==> config.mk <==
export PLATFORM = sky130hd
export DESIGN_NAME = json_string_unescape_utf8
export DESIGN_NICKNAME = d
export VERILOG_FILES = /design/src/hdl/jsu_pkg.sv /design/src/hdl/json_string_unescape_utf8.sv /design/src/hdl/jsu_front.sv /design/src/hdl/jsu_fifo.sv /design/src/hdl/jsu_back.sv
export VERILOG_INCLUDE_DIRS = /design/src /design/src/hdl
export SDC_FILE = /design/constraint.sdc
export NUM_CORES = 1
export LEC_CHECK = 0
export BUFFER_PORTS_ARGS = -buffer_cell sky130_fd_sc_hd__buf_2
export CORE_AREA = 4 4 100 173
export DETAILED_ROUTE_END_ITERATION = 12
export DIE_AREA = 0 0 104 177
export GPL_TIMING_DRIVEN = 0
export PLACE_DENSITY = 0.67
export REMOVE_ABC_BUFFERS = 1
export SLEW_MARGIN = 20
export SYNTH_ARGS = -nofsm -noshare
export SYNTH_HDL_FRONTEND = slang
export SYNTH_SLANG_ARGS = --single-unit
==> constraint.sdc <==
create_clock -name clk -period 4.94 [get_ports clk]
set_input_delay 0.988 -clock clk [delete_from_list [all_inputs] [get_ports clk]]
set_output_delay 0.988 -clock clk [all_outputs]
set_load 0.01 [all_outputs]
==> src/hdl/json_string_unescape_utf8_macros.svh <==
// ----------------------------------------------------------------------------
// json string unescape assertion macros
// shared concurrent assertion wrappers, empty in synthesis
// ----------------------------------------------------------------------------
`ifndef JSON_STRING_UNESCAPE_UTF8_MACROS_SVH
`define JSON_STRING_UNESCAPE_UTF8_MACROS_SVH

`ifndef SYNTHESIS
// checked outside reset
`define JSU_ASSERT(lbl, prop, msg) \
  lbl: assert property (@(posedge clk) disable iff (!rst_n) prop) else $error(msg);
// checked on every edge, reset included
`define JSU_ASSERT_ALWAYS(lbl, prop, msg) \
  lbl: assert property (@(posedge clk) prop) else $error(msg);
`else
`define JSU_ASSERT(lbl, prop, msg)
`define JSU_ASSERT_ALWAYS(lbl, prop, msg)
`endif

`endif

==> src/hdl/jsu_pkg.sv <==
// ----------------------------------------------------------------------------
// jsu_pkg
// types and constants shared by the json string unescape blocks
// ----------------------------------------------------------------------------
package jsu_pkg;

  // scanner phase
  typedef enum logic [2:0] {
    PH_IDLE   = 3'd0,
    PH_STR    = 3'd1,
    PH_ESC    = 3'd2,
    PH_HEX1   = 3'd3,
    PH_NEEDBS = 3'd4,
    PH_NEEDU  = 3'd5,
    PH_HEX2   = 3'd6
  } phase_t;

  // error codes reported on a result beat
  typedef enum logic [2:0] {
    ERR_NONE          = 3'd0,
    ERR_BAD_ESC       = 3'd1,
    ERR_BAD_HEX       = 3'd2,
    ERR_LONE_LOW      = 3'd3,
    ERR_UNPAIRED_HIGH = 3'd4,
    ERR_NUL           = 3'd5,
    ERR_NO_QUOTE      = 3'd6
  } err_t;

  localparam int unsigned CP_W = 21;

  // one unit of work from the scanner to the emitter
  typedef struct packed {
    logic            utf8;        // cp is a code point to encode
    logic [CP_W-1:0] cp;          // code point, or raw byte in the low bits
    logic            byte_valid;
    logic            done;
    err_t            err;
  } job_t;

endpackage

==> src/hdl/json_string_unescape_utf8.sv <==
// ----------------------------------------------------------------------------
// json_string_unescape_utf8
// json string literal unescaper with utf-16 surrogate joining and utf-8 out
//
//   channel  direction  handshake          beat
//   input    in         push / full        in_byte
//   result   out        empty / pop        out_byte, out_byte_valid,
//                                          out_last_of_run, out_string_done,
//                                          out_error_code
//
// one input byte is taken every cycle while full is low; the emitter sends
// one result beat per cycle while pop is high, a completed \u escape expanding
// to up to four. the job of an accepted byte is written to the job queue
// at the accepting edge and its beats then loaded into the output register.
// full follows the JOB_DEPTH entry job queue, so pop held low backs up into
// the input once the output register and the queue are both full.
// synchronous reset clears the scan phase, the queue and the output valid flag.
// ----------------------------------------------------------------------------
module json_string_unescape_utf8 import jsu_pkg::*; #(
  parameter int unsigned JOB_DEPTH = 4
) (
  input  logic       clk,
  input  logic       rst_n,
  input  logic       push,
  output logic       full,
  input  logic [7:0] in_byte,
  output logic       empty,
  input  logic       pop,
  output logic [7:0] out_byte,
  output logic       out_byte_valid,
  output logic       out_last_of_run,
  output logic       out_string_done,
  output logic [2:0] out_error_code
);

  logic in_accept;
  logic job_push;
  job_t job_in;
  logic job_pop;
  logic job_valid;
  job_t job_head;

  assign in_accept = push && !full;

  // scanner
  jsu_front u_front (
    .clk       (clk),
    .rst_n     (rst_n),
    .in_accept (in_accept),
    .in_byte   (in_byte),
    .job_push  (job_push),
    .job       (job_in)
  );

  // job queue
  jsu_fifo #(
    .DEPTH (JOB_DEPTH)
  ) u_fifo (
    .clk       (clk),
    .rst_n     (rst_n),
    .push      (job_push),
    .din       (job_in),
    .full      (full),
    .pop       (job_pop),
    .not_empty (job_valid),
    .dout      (job_head)
  );

  // emitter
  jsu_back u_back (
    .clk             (clk),
    .rst_n           (rst_n),
    .job_valid       (job_valid),
    .job             (job_head),
    .job_pop         (job_pop),
    .empty           (empty),
    .pop             (pop),
    .out_byte        (out_byte),
    .out_byte_valid  (out_byte_valid),
    .out_last_of_run (out_last_of_run),
    .out_string_done (out_string_done),
    .out_error_code  (out_error_code)
  );

endmodule

==> src/hdl/jsu_front.sv <==
// ----------------------------------------------------------------------------
// jsu_front
// byte scanner: tracks string and escape phase, gathers hex groups and
// joins surrogates, issues one job per byte that gives results
// ----------------------------------------------------------------------------
`include "json_string_unescape_utf8_macros.svh"

module jsu_front import jsu_pkg::*; (
  input  logic       clk,
  input  logic       rst_n,
  input  logic       in_accept,
  input  logic [7:0] in_byte,
  output logic       job_push,
  output job_t       job
);

  localparam logic [7:0] CH_NUL    = 8'h00;
  localparam logic [7:0] CH_QUOTE  = 8'h22;
  localparam logic [7:0] CH_SLASH  = 8'h2F;
  localparam logic [7:0] CH_BSLASH = 8'h5C;
  localparam logic [7:0] CH_U      = 8'h75;
  localparam logic [5:0] HI_TAG    = 6'b110110;  // 0xD800..0xDBFF
  localparam logic [5:0] LO_TAG    = 6'b110111;  // 0xDC00..0xDFFF
  localparam logic [CP_W-1:0] SUPP_BASE = 21'h10000;

  phase_t       phase_r, phase_nxt;
  logic [1:0]   hex_cnt_r, hex_cnt_nxt;
  logic [11:0]  acc_r, acc_nxt;
  logic [9:0]   high_r, high_nxt;

  logic         is_nul, is_quote, is_bslash, is_u;
  logic         hex_ok;
  logic [3:0]   digit;
  logic         last_digit;
  logic [15:0]  code_w;
  logic         hi_rng, lo_rng;
  logic         esc_ok;
  logic [7:0]   esc_byte;
  logic         fail;
  err_t         fail_code;

  // character classes
  assign is_nul    = (in_byte == CH_NUL);
  assign is_quote  = (in_byte == CH_QUOTE);
  assign is_bslash = (in_byte == CH_BSLASH);
  assign is_u      = (in_byte == CH_U);

  // hex digit decode, either case
  always_comb begin
    hex_ok = 1'b1;
    digit  = 4'd0;
    if (in_byte >= 8'h30 && in_byte <= 8'h39) begin
      digit = 4'(in_byte - 8'h30);
    end else if (in_byte >= 8'h61 && in_byte <= 8'h66) begin
      digit = 4'(in_byte - 8'h57);
    end else if (in_byte >= 8'h41 && in_byte <= 8'h46) begin
      digit = 4'(in_byte - 8'h37);
    end else begin
      hex_ok = 1'b0;
    end
  end

  // one-letter escapes
  always_comb begin
    esc_ok   = 1'b1;
    esc_byte = in_byte;
    unique case (in_byte)
      8'h6E: esc_byte = 8'h0A;
      8'h74: esc_byte = 8'h09;
      8'h72: esc_byte = 8'h0D;
      8'h62: esc_byte = 8'h08;
      8'h66: esc_byte = 8'h0C;
      CH_QUOTE, CH_BSLASH, CH_SLASH: esc_byte = in_byte;
      default: esc_ok = 1'b0;
    endcase
  end

  // completed hex group
  assign last_digit = (hex_cnt_r == 2'd3);
  assign code_w     = {acc_r, digit};
  assign hi_rng     = (code_w[15:10] == HI_TAG);
  assign lo_rng     = (code_w[15:10] == LO_TAG);

  // next phase
  always_comb begin
    phase_nxt = phase_r;
    if (in_accept) begin
      unique case (phase_r)
        PH_STR: begin
          priority if (is_nul || is_quote) phase_nxt = PH_IDLE;
          else if (is_bslash)              phase_nxt = PH_ESC;
          else                             phase_nxt = PH_STR;
        end
        PH_ESC: begin
          priority if (is_u)        phase_nxt = PH_HEX1;
          else if (esc_ok)          phase_nxt = PH_STR;
          else                      phase_nxt = PH_IDLE;
        end
        PH_NEEDBS: phase_nxt = is_bslash ? PH_NEEDU : PH_IDLE;
        PH_NEEDU:  phase_nxt = is_u ? PH_HEX2 : PH_IDLE;
        PH_HEX1: begin
          priority if (!hex_ok) phase_nxt = PH_IDLE;
          else if (!last_digit) phase_nxt = PH_HEX1;
          else if (hi_rng)      phase_nxt = PH_NEEDBS;
          else if (lo_rng)      phase_nxt = PH_IDLE;
          else                  phase_nxt = PH_STR;
        end
        PH_HEX2: begin
          priority if (!hex_ok) phase_nxt = PH_IDLE;
          else if (!last_digit) phase_nxt = PH_HEX2;
          else if (lo_rng)      phase_nxt = PH_STR;
          else                  phase_nxt = PH_IDLE;
        end
        default: phase_nxt = is_quote ? PH_STR : PH_IDLE;
      endcase
    end
  end

  // job issue and datapath updates
  always_comb begin
    job_push    = 1'b0;
    job         = '0;
    job.err     = ERR_NONE;
    fail        = 1'b0;
    fail_code   = ERR_NONE;
    hex_cnt_nxt = hex_cnt_r;
    acc_nxt     = acc_r;
    high_nxt    = high_r;
    if (in_accept) begin
      hex_cnt_nxt = 2'd0;
      acc_nxt     = '0;
      unique case (phase_r)
        PH_STR: begin
          priority if (is_nul) begin
            fail = 1'b1; fail_code = ERR_NUL;
          end else if (is_quote) begin
            job_push = 1'b1;
            job.done = 1'b1;
          end else if (!is_bslash) begin
            job_push       = 1'b1;
            job.cp         = CP_W'(in_byte);
            job.byte_valid = 1'b1;
          end else begin
            // backslash opens an escape, no beat
            job_push = 1'b0;
          end
        end
        PH_ESC: begin
          priority if (is_nul) begin
            fail = 1'b1; fail_code = ERR_NUL;
          end else if (is_u) begin
            job_push = 1'b0;
          end else if (esc_ok) begin
            job_push       = 1'b1;
            job.cp         = CP_W'(esc_byte);
            job.byte_valid = 1'b1;
          end else begin
            fail = 1'b1; fail_code = ERR_BAD_ESC;
          end
        end
        PH_NEEDBS: begin
          priority if (is_nul) begin
            fail = 1'b1; fail_code = ERR_NUL;
          end else if (!is_bslash) begin
            fail = 1'b1; fail_code = ERR_UNPAIRED_HIGH;
          end else begin
            job_push = 1'b0;
          end
        end
        PH_NEEDU: begin
          priority if (is_nul) begin
            fail = 1'b1; fail_code = ERR_NUL;
          end else if (!is_u) begin
            fail = 1'b1; fail_code = ERR_UNPAIRED_HIGH;
          end else begin
            job_push = 1'b0;
          end
        end
        PH_HEX1, PH_HEX2: begin
          priority if (is_nul) begin
            fail = 1'b1; fail_code = ERR_NUL;
          end else if (!hex_ok) begin
            fail = 1'b1; fail_code = ERR_BAD_HEX;
          end else if (!last_digit) begin
            hex_cnt_nxt = hex_cnt_r + 2'd1;
            acc_nxt     = {acc_r[7:0], digit};
          end else if (phase_r == PH_HEX1) begin
            priority if (hi_rng) begin
              high_nxt = code_w[9:0];
            end else if (lo_rng) begin
              fail = 1'b1; fail_code = ERR_LONE_LOW;
            end else begin
              job_push       = 1'b1;
              job.utf8       = 1'b1;
              job.cp         = CP_W'(code_w);
              job.byte_valid = 1'b1;
            end
          end else begin
            priority if (lo_rng) begin
              job_push       = 1'b1;
              job.utf8       = 1'b1;
              job.cp         = SUPP_BASE + CP_W'({high_r, code_w[9:0]});
              job.byte_valid = 1'b1;
            end else begin
              fail = 1'b1; fail_code = ERR_UNPAIRED_HIGH;
            end
          end
        end
        default: begin
          if (!is_quote) begin
            fail = 1'b1; fail_code = ERR_NO_QUOTE;
          end
        end
      endcase
      // any error gives a single flagged beat
      if (fail) begin
        job_push = 1'b1;
        job      = '0;
        job.err  = fail_code;
      end
    end
  end

  // state registers
  always_ff @(posedge clk) begin
    if (!rst_n) begin
      phase_r   <= PH_IDLE;
      hex_cnt_r <= 2'd0;
      acc_r     <= '0;
      high_r    <= '0;
    end else begin
      phase_r   <= phase_nxt;
      hex_cnt_r <= hex_cnt_nxt;
      acc_r     <= acc_nxt;
      high_r    <= high_nxt;
    end
  end

  `JSU_ASSERT(a_front_group_closes,
    (in_accept && (phase_r == PH_HEX1 || phase_r == PH_HEX2) && hex_cnt_r == 2'd3)
      |=> (hex_cnt_r == 2'd0),
    "hex digit count not cleared after a group")
  `JSU_ASSERT(a_front_cp_no_err,
    (job_push && job.utf8) |-> (job.err == ERR_NONE && job.byte_valid),
    "code point job carries an error")

endmodule

==> src/hdl/jsu_fifo.sv <==
// ----------------------------------------------------------------------------
// jsu_fifo
// short job queue between scanner and emitter
// ----------------------------------------------------------------------------
`include "json_string_unescape_utf8_macros.svh"

module jsu_fifo import jsu_pkg::*; #(
  parameter int unsigned DEPTH = 4
) (
  input  logic clk,
  input  logic rst_n,
  input  logic push,
  input  job_t din,
  output logic full,
  input  logic pop,
  output logic not_empty,
  output job_t dout
);

  localparam int unsigned AW = (DEPTH > 1) ? $clog2(DEPTH) : 1;
  localparam int unsigned CW = $clog2(DEPTH + 1);

  job_t          mem_r [DEPTH];
  logic [AW-1:0] wr_ptr_r, wr_ptr_nxt;
  logic [AW-1:0] rd_ptr_r, rd_ptr_nxt;
  logic [CW-1:0] count_r, count_nxt;

  assign full      = (count_r == CW'(DEPTH));
  assign not_empty = (count_r != '0);
  assign dout      = mem_r[rd_ptr_r];

  // pointer and fill count
  always_comb begin
    wr_ptr_nxt = wr_ptr_r;
    rd_ptr_nxt = rd_ptr_r;
    count_nxt  = count_r;
    if (push) begin
      wr_ptr_nxt = (wr_ptr_r == AW'(DEPTH - 1)) ? '0 : wr_ptr_r + 1'b1;
    end
    if (pop) begin
      rd_ptr_nxt = (rd_ptr_r == AW'(DEPTH - 1)) ? '0 : rd_ptr_r + 1'b1;
    end
    unique case ({push, pop})
      2'b10:   count_nxt = count_r + 1'b1;
      2'b01:   count_nxt = count_r - 1'b1;
      default: count_nxt = count_r;
    endcase
  end

  always_ff @(posedge clk) begin
    if (!rst_n) begin
      wr_ptr_r <= '0;
      rd_ptr_r <= '0;
      count_r  <= '0;
    end else begin
      wr_ptr_r <= wr_ptr_nxt;
      rd_ptr_r <= rd_ptr_nxt;
      count_r  <= count_nxt;
    end
  end

  // job storage
  always_ff @(posedge clk) begin
    if (push) begin
      mem_r[wr_ptr_r] <= din;
    end
  end

  `JSU_ASSERT(a_fifo_no_overflow, push |-> (!full || pop), "job written into a full queue")
  `JSU_ASSERT(a_fifo_no_underflow, pop |-> not_empty, "job taken from an empty queue")
  `JSU_ASSERT_ALWAYS(a_fifo_reset_empty, !rst_n |=> (count_r == '0), "queue not empty after reset")

endmodule

==> src/hdl/jsu_back.sv <==
// ----------------------------------------------------------------------------
// jsu_back
// result emitter: expands each job into one to four utf-8 beats and holds
// the current beat in an output register
// ----------------------------------------------------------------------------
`include "json_string_unescape_utf8_macros.svh"

module jsu_back import jsu_pkg::*; (
  input  logic       clk,
  input  logic       rst_n,
  input  logic       job_valid,
  input  job_t       job,
  output logic       job_pop,
  output logic       empty,
  input  logic       pop,
  output logic [7:0] out_byte,
  output logic       out_byte_valid,
  output logic       out_last_of_run,
  output logic       out_string_done,
  output logic [2:0] out_error_code
);

  localparam logic [7:0] LEAD2 = 8'hC0;
  localparam logic [7:0] LEAD3 = 8'hE0;
  localparam logic [7:0] LEAD4 = 8'hF0;
  localparam logic [7:0] CONT  = 8'h80;
  localparam logic [CP_W-1:0] LIM1 = 21'h80;
  localparam logic [CP_W-1:0] LIM2 = 21'h800;
  localparam logic [CP_W-1:0] LIM3 = 21'h10000;

  logic [1:0] idx_r, idx_nxt;
  logic       out_valid_r, out_valid_nxt;
  logic [7:0] byte_r;
  logic       bvalid_r, last_r, done_r;
  logic [2:0] err_r;

  logic [1:0] last_idx;
  logic [7:0] enc [4];
  logic       load;
  logic       beat_last;

  // encoded length minus one
  always_comb begin
    priority if (!job.utf8 || job.cp < LIM1) last_idx = 2'd0;
    else if (job.cp < LIM2)                  last_idx = 2'd1;
    else if (job.cp < LIM3)                  last_idx = 2'd2;
    else                                     last_idx = 2'd3;
  end

  // utf-8 bytes of the head job
  always_comb begin
    enc[0] = job.cp[7:0];
    enc[1] = CONT | {2'b00, job.cp[5:0]};
    enc[2] = CONT | {2'b00, job.cp[5:0]};
    enc[3] = CONT | {2'b00, job.cp[5:0]};
    unique case (last_idx)
      2'd1: begin
        enc[0] = LEAD2 | {3'b000, job.cp[10:6]};
      end
      2'd2: begin
        enc[0] = LEAD3 | {4'b0000, job.cp[15:12]};
        enc[1] = CONT  | {2'b00, job.cp[11:6]};
      end
      2'd3: begin
        enc[0] = LEAD4 | {5'b00000, job.cp[20:18]};
        enc[1] = CONT  | {2'b00, job.cp[17:12]};
        enc[2] = CONT  | {2'b00, job.cp[11:6]};
      end
      default: enc[0] = job.cp[7:0];
    endcase
  end

  // beat sequencing
  assign beat_last = (idx_r == last_idx);
  assign load      = job_valid && (!out_valid_r || pop);
  assign job_pop   = load && beat_last;

  always_comb begin
    idx_nxt       = idx_r;
    out_valid_nxt = out_valid_r;
    if (load) begin
      idx_nxt       = beat_last ? 2'd0 : idx_r + 2'd1;
      out_valid_nxt = 1'b1;
    end else if (pop && out_valid_r) begin
      out_valid_nxt = 1'b0;
    end
  end

  always_ff @(posedge clk) begin
    if (!rst_n) begin
      idx_r       <= 2'd0;
      out_valid_r <= 1'b0;
    end else begin
      idx_r       <= idx_nxt;
      out_valid_r <= out_valid_nxt;
    end
  end

  // output beat register
  always_ff @(posedge clk) begin
    if (load) begin
      byte_r   <= enc[idx_r];
      bvalid_r <= job.byte_valid;
      last_r   <= beat_last;
      done_r   <= job.done;
      err_r    <= job.err;
    end
  end

  assign empty           = !out_valid_r;
  assign out_byte        = byte_r;
  assign out_byte_valid  = bvalid_r;
  assign out_last_of_run = last_r;
  assign out_string_done = done_r;
  assign out_error_code  = err_r;

  `JSU_ASSERT(a_back_job_held, (idx_r != 2'd0) |-> job_valid, "job left the queue mid expansion")
  `JSU_ASSERT(a_back_beat_held, (out_valid_r && !pop) |=> (out_valid_r && $stable(byte_r)), "waiting beat changed before it was taken")

endmodule

==> impl_results.md <==
- CTS buffer count: 17
- Worst setup EP type: flop
- Initial Util: 0.493
- Share of cells above drive strength 1: 0.190
- WL per Instance: 20.4 um
- Vias per cell: 6.25
- Worst min path class: flop to flop
- Share of the synthesized area in the top cell type: 0.468
- Final worst setup slack: 0.374 ns
- Die area: 18,400 um2
- Buffer and inverter count on the worst path: 2
- Commonest non-fill, non-tap cells in the layout: 122 x edfxtp_1, 42 x nor2_1, 40 x nand2_1, 37 x dfxtp_1, 32 x nor2b_1
- Overall power: 4.37 mW
- Clk_lat worst skew: ~0.42 ns
- I/O Buffers: 27
- Hold path start: u_front.hex_cnt_r[1]
- Htree depth: 4
- Pwr dens: 498 nW/um2
- Crit-path slowest cell: nor2b_1
- Top cells by area, synth: edfxtp_1 47%, dfxtp_1 10%, mux4_2 7.5%
- Core box area: 15,900 um2
- Final setup viols: 0
- Ant diodes: 0
- Register area share after synthesis: 0.568
- Post-place setup slack: -0.268 ns
- FF-to-FF End: u_fifo.count_r[2]
- DP Area: roughly 8000 um2
- TritonCTS clock tree: yes
- Most common cell after layout, fill and taps aside: edfxtp_1
- Vias: 5,265
- Placed insts: between 800 and 900
- Syn Std Cell Area: 7820 um2
- Crit Path Class: flop to flop
- GRT overflow: 0
- Flop2flop setup slack: roughly 0.37 ns
- Clock Pin Slew Worst Setup and Hold Paths: 0.07 ns
- Setup TNS: 0 ns
- Post-Synthesis Cells: 620
- Final HPWL DP: 12,100 um
- Cell area after layout: 8780 um2
- Die Height: 177 um
- Share of the clock period used by the worst path: 0.924
- Vias in the first global route: 5,182
- Worst-margin pin slew: 0.907 ns
- Synth async-reset ratio: 0
- Initial DRC count: about 330
- Die width: 104 um
- Top_reg_cell synth: edfxtp_1
- Synth Area per Inst: 12.6 um2
- Hold path cells: 2
- Slew headroom: 0.396
- Final nets: ~670
- Initial DRT Pass Iterations: 5
- Hold buffers post-CTS: 0
- Fmax: 219 MHz
- Leading area contributor after synthesis: edfxtp_1
- Min cycle time layout: 4.57 ns
- Setup Skew: 0.0110 ns
- Pin count of the biggest net entering global routing: 41
- Slew Viols, Final: 0
- Outcome: finished clean
- Final hold vios: 0
- Crit-path max FO: 19
- FF-to-FF path depth: 13
- Worst path required time: 5.27 ns
- Yosys cell types: 75
- Crit path cell chain: buf_12 > mux4_2 > nor4_2 > nor2b_1 > o22a_1 > and3_2 > nand2b_4 > inv_1 > ha_1 > fa_1 > xnor2_1 > or3_1 > a21boi_0
- RSZ-0062 raised after global routing: no
- Drt drc: 0
- Routed WL: 17,200 um
- Worst Hold Path EP: u_front.hex_cnt_r[1]
- Post-synthesis register bit count: about 160
- Ports: 28
- Final Hold Slack: 0.477 ns
- First-pass GRT wire length: 27,800 um
- # rows: just over 60
- Synth warn: 0
- Leakage: slightly above 3 nW
- Initial antenna violation count: 0
- Post-synth EDFFs: 122
- Crit path depth: 13
- Final ANT Viol Nets: 0
- Sink Count: 161
- # Max-Cap Violations: 0
- Delay-heaviest family, CP: simple AND/OR/NAND/NOR gates
- WP data arrival: 4.90 ns
- Critical Path Max Stage Delay: 0.74 ns
- Clk buf depth: 2
- GRT Overall Usage: 0.194
- Area Growth Syn to Fin: 12.3%
- Clock Root Buffer: clkbuf_16
- GPL Wtd Cong: 0.901
- Max VDD drop: 208 uV
- Util after Layout: 0.553
- Startpoint types: flop
- Non-Filler Instances: between 800 and 900
[power by group]
group / internal (mW) / switching, mW / leakage, nW
Combinational: 0.549 / 0.728 / 1.19
Clock: 0.724 / 0.560 / 0.289
Sequential: 1.70 / 0.114 / 1.56
[sequential cells by signal, summed over array words and instances, names as in the netlist, 2 cells and up, named ones only]
| signal | cells |
|---|---|
| u_fifo.mem_r | 108 |
| u_front.acc_r | 12 |
| u_front.high_r | 10 |
| u_back.out_byte | 8 |
| u_back.out_error_code | 3 |
| u_fifo.count_r | 3 |
| u_front.phase_r | 3 |
| u_back.idx_r | 2 |
| u_fifo.rd_ptr_r | 2 |
| u_fifo.wr_ptr_r | 2 |
| u_front.hex_cnt_r | 2 |
[worst register-to-register path, cell delays in order, from the launching register on]
cell and delay, ns:
dfxtp_2 0.55, buf_12 0.25, mux4_2 0.57, nor4_2 0.36
nor2b_1 0.74, o22a_1 0.22, and3_2 0.22, nand2b_4 0.16
inv_1 0.08, ha_1 0.23, fa_1 0.44, xnor2_1 0.15
or3_1 0.31, a21boi_0 0.20
[what timing repair did]
item	4_1_cts	5_1_grt
resized for setup	0	1
setup endpoints to repair	0	1
setup buffers	0	3
endpoints found under the hold margin	0	0
[Yosys cell counts (6+ instances only)]
master,instances
o21ai_0,18
nand3_1,13
nor3_1,12
mux2i_1,20
inv_1,15
a221oi_1,6
dfxtp_1,39
nand2b_1,13
a22oi_1,22
a211oi_1,8
nor2b_1,36
edfxtp_1,122
and3_1,6
a31oi_1,10
buf_2,8
nor2_1,42
clkbuf_1,20
ha_1,12
a21oi_1,25
mux4_2,26
nand2_1,41
[cell families (layout without fill, tap and decap cells)]
logic type | after synthesis | after routing | share of synthesized area
flops | 161 | 161 | 0.568
fa+ha+maj | 14 | 14 | 0.0230
compound gates | 135 | 135 | 0.124
buf+inv | 50 | 83 | 0.0286
simple gates | 201 | 201 | 0.137
xor+xnor | 7 | 7 | 0.00784
mux | 52 | 52 | 0.111
[layout make-up]
class / instances / area (um2)
Fill cell: 1309 / 7100
Clock inverter: 12 / 109
Clock buffer: 20 / 479
Sequential cell: 161 / 4450
Timing Repair Buffer: 35 / 258
Multi-Input combinational cell: 409 / 3190
Tap cell: 189 / 236
Inverter: 16 / 60.1
[per-layer routing]
layer | wire, um | share of wire | track usage | up-vias
li1 | - | - | - | 2444
met1 | 6320 | 0.37 | 0.209 | 2604
met2 | 9530 | 0.55 | 0.359 | 171
met4 | 785 | 0.046 | 0.111 | 0
met5 | 0 | 0 | 0 | -
met3 | 553 | 0.032 | 0.0288 | 46
[worst max path at each step]
stage / start / to
floorplan: flop / u_fifo.count_r[2]
global placement: in_byte[1] / u_fifo.mem_r[0][1]
detailed placement: in_byte[1] / u_fifo.count_r[2]
CTS: in_byte[1] / u_fifo.count_r[2]
global route: flop / u_fifo.count_r[2]
finish: flop / u_fifo.count_r[2]
Power figures use the tool's default switching activity.
